**src/sv/ansc_pkg.sv**
```systemverilog
`default_nettype none

package ansc_pkg;

    localparam logic [7:0] ZeroByte  = 8'h00;
    localparam logic [7:0] StartByte = 8'h01;

    typedef logic [7:0] byte_t;

    typedef struct packed {
        logic [2:0][7:0] hold;
        logic [1:0]      count;
        logic            inside_nal;
        logic            prefix_emitted;
        logic            any_nal_seen;
    } scan_state_t;

    typedef struct packed {
        logic [6:0][7:0] data;
        logic [2:0]      count;
        logic            unit_end;
        logic            no_nal_found;
        logic            bare;
    } burst_t;

    localparam scan_state_t ScanReset = '0;

endpackage

`default_nettype wire

```
**src/sv/ansc_step.sv**
```systemverilog
`default_nettype none

module ansc_step (
    input  var ansc_pkg::scan_state_t state,
    input  wire [7:0]                 in_byte,
    input  wire                       end_of_unit,
    output ansc_pkg::scan_state_t     state_next,
    output ansc_pkg::burst_t          burst
);

    logic            start_code;
    logic [2:0][7:0] hold_mid;
    logic [1:0]      count_mid;
    logic            emit_old;
    logic            inside_mid;
    logic            flush;
    logic [2:0]      payload_count;
    logic            need_prefix;
    logic            any_new;
    logic [2:0]      k;
    logic [6:0][7:0] data;

    always_comb begin
        start_code = (in_byte == ansc_pkg::StartByte) && (state.count >= 2'd2) &&
                     (state.hold[state.count - 2'd1] == ansc_pkg::ZeroByte) &&
                     (state.hold[state.count - 2'd2] == ansc_pkg::ZeroByte);
        hold_mid  = state.hold;
        count_mid = state.count;
        emit_old  = 1'b0;
        if (start_code) begin
            emit_old  = state.inside_nal && (state.count == 2'd3) &&
                        (state.hold[0] != ansc_pkg::ZeroByte);
            count_mid = 2'd0;
        end else if (state.count == 2'd3) begin
            emit_old    = state.inside_nal;
            hold_mid[0] = state.hold[1];
            hold_mid[1] = state.hold[2];
            hold_mid[2] = in_byte;
            count_mid   = 2'd3;
        end else begin
            hold_mid[state.count] = in_byte;
            count_mid             = state.count + 2'd1;
        end
        inside_mid    = start_code || state.inside_nal;
        flush         = end_of_unit && inside_mid;
        payload_count = {2'b00, emit_old} + (flush ? {1'b0, count_mid} : 3'd0);
        need_prefix   = !state.prefix_emitted && (payload_count != 3'd0);
        any_new       = state.any_nal_seen || (payload_count != 3'd0);
    end

    always_comb begin
        data = '0;
        k    = 3'd0;
        if (need_prefix) begin
            data[0] = ansc_pkg::ZeroByte;
            data[1] = ansc_pkg::ZeroByte;
            data[2] = ansc_pkg::StartByte;
            k       = 3'd3;
        end
        if (emit_old) begin
            data[k] = state.hold[0];
            k       = k + 3'd1;
        end
        for (int i = 0; i < 3; i++) begin
            if (flush && (2'(i) < count_mid)) begin
                data[k] = hold_mid[i];
                k       = k + 3'd1;
            end
        end
    end

    always_comb begin
        burst.data         = data;
        burst.bare         = end_of_unit && (k == 3'd0);
        burst.count        = burst.bare ? 3'd1 : k;
        burst.unit_end     = end_of_unit;
        burst.no_nal_found = !any_new;

        if (end_of_unit) begin
            state_next = ansc_pkg::ScanReset;
        end else begin
            state_next.hold           = hold_mid;
            state_next.count          = count_mid;
            state_next.inside_nal     = inside_mid;
            state_next.prefix_emitted = start_code ? 1'b0 :
                                        (state.prefix_emitted || (payload_count != 3'd0));
            state_next.any_nal_seen   = any_new;
        end
    end

endmodule

`default_nettype wire

```
**src/sv/ansc_burst.sv**
```systemverilog
`default_nettype none

module ansc_burst (
    input  wire                  aclk,
    input  wire                  aresetn,
    input  wire                  load,
    input  var ansc_pkg::burst_t burst_in,
    output logic                 free,
    output logic                 m_valid,
    input  wire                  m_ready,
    output logic [7:0]           m_out_byte,
    output logic                 m_byte_valid,
    output logic                 m_unit_end,
    output logic                 m_no_nal_found
);

    ansc_pkg::burst_t burst_reg;
    ansc_pkg::burst_t burst_next;
    logic             pop;

    assign m_valid        = (burst_reg.count != 3'd0);
    assign pop            = m_valid && m_ready;
    assign free           = (burst_reg.count == 3'd0) || ((burst_reg.count == 3'd1) && pop);
    assign m_out_byte     = burst_reg.bare ? ansc_pkg::ZeroByte : burst_reg.data[0];
    assign m_byte_valid   = !burst_reg.bare;
    assign m_unit_end     = burst_reg.unit_end && (burst_reg.count == 3'd1);
    assign m_no_nal_found = burst_reg.unit_end && (burst_reg.count == 3'd1) &&
                            burst_reg.no_nal_found;

    always_comb begin
        burst_next = burst_reg;
        if (load) begin
            burst_next = burst_in;
        end else if (pop) begin
            burst_next.data  = burst_reg.data >> 8;
            burst_next.count = burst_reg.count - 3'd1;
        end
    end

    always_ff @(posedge aclk) begin
        if (!aresetn) begin
            burst_reg <= '0;
        end else begin
            burst_reg <= burst_next;
        end
    end

endmodule

`default_nettype wire

```
**src/sv/annexb_start_code_normalizer_unit.sv**
```systemverilog
// Each accepted byte is held in the input register, then its results are loaded into the
// result register. Throughput: one byte per cycle while each byte causes at most one
// result and the output is not stalled; a byte that causes more (prefix plus payload,
// at most seven) holds the port while the single result register drains them one at a time.
// Reset (aresetn low at a clock edge) empties both registers and starts a new unit.
`default_nettype none

module annexb_start_code_normalizer_unit (
    input  wire        aclk,
    input  wire        aresetn,
    input  wire        s_valid,
    output logic       s_ready,
    input  wire [7:0]  s_in_byte,
    input  wire        s_end_of_unit,
    output logic       m_valid,
    input  wire        m_ready,
    output logic [7:0] m_out_byte,
    output logic       m_byte_valid,
    output logic       m_unit_end,
    output logic       m_no_nal_found
);

    logic                  in_valid_reg;
    logic                  in_valid_next;
    logic [7:0]            in_byte_reg;
    logic                  in_eou_reg;
    ansc_pkg::scan_state_t state_reg;
    ansc_pkg::scan_state_t state_next;
    ansc_pkg::scan_state_t step_state;
    ansc_pkg::burst_t      step_burst;
    logic                  burst_free;
    logic                  load;
    logic                  in_xfer;

    assign load          = in_valid_reg && burst_free;
    assign s_ready       = !in_valid_reg || load;
    assign in_xfer       = s_valid && s_ready;
    assign in_valid_next = in_xfer || (in_valid_reg && !load);
    assign state_next    = load ? step_state : state_reg;

    always_ff @(posedge aclk) begin
        if (!aresetn) begin
            in_valid_reg <= 1'b0;
            state_reg    <= ansc_pkg::ScanReset;
        end else begin
            in_valid_reg <= in_valid_next;
            state_reg    <= state_next;
        end
    end

    always_ff @(posedge aclk) begin
        if (in_xfer) begin
            in_byte_reg <= s_in_byte;
            in_eou_reg  <= s_end_of_unit;
        end
    end

    ansc_step u_step (
        .state       (state_reg),
        .in_byte     (in_byte_reg),
        .end_of_unit (in_eou_reg),
        .state_next  (step_state),
        .burst       (step_burst)
    );

    ansc_burst u_burst (
        .aclk           (aclk),
        .aresetn        (aresetn),
        .load           (load),
        .burst_in       (step_burst),
        .free           (burst_free),
        .m_valid        (m_valid),
        .m_ready        (m_ready),
        .m_out_byte     (m_out_byte),
        .m_byte_valid   (m_byte_valid),
        .m_unit_end     (m_unit_end),
        .m_no_nal_found (m_no_nal_found)
    );

endmodule

`default_nettype wire

```
**config.mk**
```make
export PLATFORM = sky130hd
export DESIGN_NAME = annexb_start_code_normalizer_unit
export DESIGN_NICKNAME = d
export VERILOG_FILES = /design/src/sv/ansc_pkg.sv /design/src/sv/ansc_step.sv /design/src/sv/ansc_burst.sv /design/src/sv/annexb_start_code_normalizer_unit.sv
export SDC_FILE = /design/constraint.sdc
export NUM_CORES = 1
export LEC_CHECK = 0
export BUFFER_PORTS_ARGS = -buffer_cell sky130_fd_sc_hd__buf_4
export CAP_MARGIN = 15
export CORE_MARGIN = 1
export CORE_UTILIZATION = 55
export CTS_BUF_LIST = sky130_fd_sc_hd__clkbuf_8
export CTS_CLUSTER_SIZE = 25
export DETAILED_ROUTE_END_ITERATION = 10
export PLACE_DENSITY = 0.7
export SLEW_MARGIN = 20
export SYNTH_ARGS = -nofsm -noshare
export SYNTH_HDL_FRONTEND = slang
export SYNTH_SLANG_ARGS = --single-unit
```
**constraint.sdc**
```tcl
create_clock -name aclk -period 7.8 [get_ports aclk]
set_input_delay 1.56 -clock aclk [delete_from_list [all_inputs] [get_ports aclk]]
set_output_delay 1.56 -clock aclk [all_outputs]
set_load 0.05 [all_outputs]
```
==> summary.txt <==
Run status
  • Status: finished clean

Worst setup path
  • WP data arrival: 7.48 ns
  • CP bufs+invs: 4
  • Top cell family by delay on the critical path: simple AND/OR/NAND/NOR gates
  • Critical Path RT: 8.13 ns
  • Setup CP Type: reg -> reg
  • Critical path's most frequent cell: ha_1
  • Critical Path Fanout Max: 26
  • Worst setup SP type: flop
  • Crit. End Element: flop
  • Crit-path slowest cell: nor3_1
  • Largest stage delay, worst path: 0.91 ns
  • CP cell instances: inv_1 > ha_1 > mux2i_1 > nand3_1 > a211o_1 > buf_4 > o211ai_1 > inv_1 > ha_1 > ha_1 > nor3_1 > nor2_1 > ha_1 > nor2b_1 > or2_1 > or4b_1 > nor3_2 > buf_4 > nor3_1 > a22o_1 > mux2i_1 > a21oi_1

Layout
  • Number of fill cells: 1,053
  • Most common cell after layout, fill and taps aside: dfxtp_1
  • Layout overhead on the synthesized area: 5.85%
  • FF+latch area: approximately 2100 µm²
  • Max reg flops: 62
  • Final #Nets: 765
  • # diodes: 0
  • Most frequent cells in the layout: dfxtp_1 (92), a22o_1 (46), a21oi_1 (42), nand2_1 (41)
  • Layout cells sized above 1: 13.8%
  • Multi-input gate area: 4260 µm²

Placement
  • Placer Congestion: 0.949
  • Port Buf Inserts: 25
  • Dpl hpwl: 16.1 mm

Global route
  • Largest net degree at the start of global routing: 94
  • First-pass GRT wire length: 36.0 mm
  • Number of global-route vias before repair: 6,293
  • GRT Util Overall: 36.9%
  • Initial antenna violation count: 0
  • Overflow after GRT: 0

Worst hold path
  • Min-Delay Path Class: reg -> reg

Floorplanning
  • Number of top-level pins: 26
  • DIE AREA: 12,600 µm²
  • Core area: 11,700 µm²
  • Die height: 112 µm
  • Row cnt: 39
  • Die W: 112 µm
  • Initial Util: a little under three fifths

Drt
  • Drt first pass iters: 8
  • Wire length per cell: about 26 µm
  • Antenna viol nets, final: 0
  • Via count: 6,701
  • DR vias/cell: 7.60
  • Total Wirelength: 22.7 mm
  • DRT iter0 DRCs: 1,029
  • DRC viols: 0

Logic synthesis
  • Synth top area cells: dfxtp_1 (27%), a22o_1 (6.0%), a22oi_1 (4.4%)
  • Synth Warn #: 0
  • Netlist cell types: 75
  • Syn Std Cell Area: about 6700 µm²
  • Syn Nets: 785
  • Top_reg_cell synth: dfxtp_1
  • Mapped Avg Cell Area: approximately 8.9 µm²
  • Number of synthesized flops with an enable pin: 9
  • Number of synthesized register bits: around 100
  • Share of the synthesized area in the top cell type: 27.4%
  • Cells after synthesis: around 750
  • Sequential fraction of the synthesis area: about a third
  • Synth area leader: dfxtp_1
  • Async SR Flop Fraction: 0%

Power
  • Pwr Density: between 200 and 250 nW/µm²
  • Static Leak: 2.38 nW
  • Tot Pwr: between 1.5 and 2 mW
  • Worst vdd ir: 0.146 mV
  • Switching power: 0.697 mW
  • Internal cell power: around 1.0 mW
  • Clock share of power: 22.8%
  • Sw frac: 40.8%
  • Gate power share: a little under two fifths
  • Seq pwr share: 39.6%

STA
  • Final Max Tran Viols: 0
  • Final hold vios: 0
  • Worst slew pin tran: 1.19 ns
  • Clk_skew: 0.0154 ns
  • Period minus WS final: 7.15 ns
  • Max-Slew Margin vs Limit: between 20% and 30%
  • Max Freq: 140 MHz
  • RSZ-0062 raised after global routing: no
  • Final setup vio count: 0
  • Hold slack: just under 0.5 ns
  • Setup TNS: 0 ns
  • Period utilisation layout: 91.7%

Clock network
  • CTS root buf: clkbuf_8
  • Number of clock sinks: 101
  • CTS resizes: 0
  • TritonCTS clock tree: yes
  • CTS Buf Count: 9
  • Worst skew pair latency: 0.40 ns
  • Clk buf depth: 2
  • Post-CTS Hold Fix Bufs: 0
  • Postcts setup bufs: 0
  • H-tree lvl count: 3
  • Clock slew at reported path FFs: 0.10 ns

Job
  • Max-Cap Viols: 0
cells by family (layout without fill, tap and decap cells):
kind of cell               count (synthesis)  count (layout)  synth area share (%)
AOI/OAI and AO/OA                        312             312                  36.8
xor gates and xnor gates                   7               7                  1.03
adders and majority gates                 18              18                  3.47
buffers and inverters                     81              66                  5.24
DFF                                      101             101                  31.5
muxes                                     37              37                  5.87
and+or+nand+nor                          198             198                  16.1
power by group through the flow:
stage	clock [mW]	sequential, mW	combinational, mW
final	0.389	0.677	0.641
after global routing	0.408	0.685	0.695
after CTS	0.389	0.673	0.630
after global placement	0	0.684	0.613
after floorplan	0	0.660	0.468
after detailed placement	0	0.684	0.629
routing by layer:
metal / vias up / wire length, µm / GRT usage [%]
met5: - / 0 / 0
met4: 0 / 1310 / 23.7
met2: 393 / 10400 / 58.8
met3: 78 / 1520 / 3.94
li1: 2960 / - / -
met1: 3270 / 9460 / 48.0
path summary, 6_finish.rpt:
kind	depth (start not counted)	startpoint	to	slack (ns)
max	22	state_reg[3]$_SDFFE_PN0P_	u_burst.burst_reg[25]$_SDFFE_PN0P_	0.65
min	2	u_burst.burst_reg[1]$_SDFFE_PN0P_	u_burst.burst_reg[1]$_SDFFE_PN0P_	0.48
max reg2reg	22	state_reg[3]$_SDFFE_PN0P_	u_burst.burst_reg[25]$_SDFFE_PN0P_	0.65
min reg2reg	2	u_burst.burst_reg[1]$_SDFFE_PN0P_	u_burst.burst_reg[1]$_SDFFE_PN0P_	0.48
per-stage QoR:
stage          utilization (%)  cells  instance area [µm²]  worst slack [ns]
6_report                  60.9    882                 7100             0.648
3_5_place_dp              59.0    866                 6880             0.929
2_1_floorplan                -    754                 6710              2.18
5_1_grt                   60.9    882                 7100             0.292
4_1_cts                   60.9    882                 7100             0.882
3_3_place_gp              59.0    866                 6880              1.31
Yosys cell counts, types with 7 or more instances:
cell,instances
dfxtp_1,92
a22o_1,46
clkbuf_1,46
a21oi_1,42
nand2_1,41
a22oi_1,39
nor2b_1,39
o21ai_0,37
nor2_1,30
o221ai_1,20
a31oi_1,19
mux2_2,19
nor3_1,19
mux2i_1,18
a221oi_1,17
ha_1,17
nand3_1,15
inv_1,12
or3_1,12
buf_2,11
o211ai_1,11
nor4_1,10
a211o_1,9
edfxtp_1,9
a221o_1,8
a222oi_1,8
a32oi_1,8
o311a_1,7
final cells by class:
type                       count  area share [%]
clock buffer                  10            1.94
timing repair buffer          37            3.91
clock inverter                 6            1.22
inverter                      13           0.687
tap                          143            2.52
multi-input combinational    572            60.0
sequential                   101            29.7
worst register-to-register path: stages, from the launching register on:
cell and delay, ns:
dfxtp_1 0.49, inv_1 0.12, ha_1 0.34, mux2i_1 0.23
nand3_1 0.18, a211o_1 0.32, buf_4 0.22, o211ai_1 0.62
inv_1 0.25, ha_1 0.29, ha_1 0.28, nor3_1 0.08
nor2_1 0.50, ha_1 0.68, nor2b_1 0.31, or2_1 0.24
or4b_1 0.15, nor3_2 0.04, buf_4 0.19, nor3_1 0.91
a22o_1 0.35, mux2i_1 0.11, a21oi_1 0.17
Note: power is estimated with default switching activity, not from simulation.
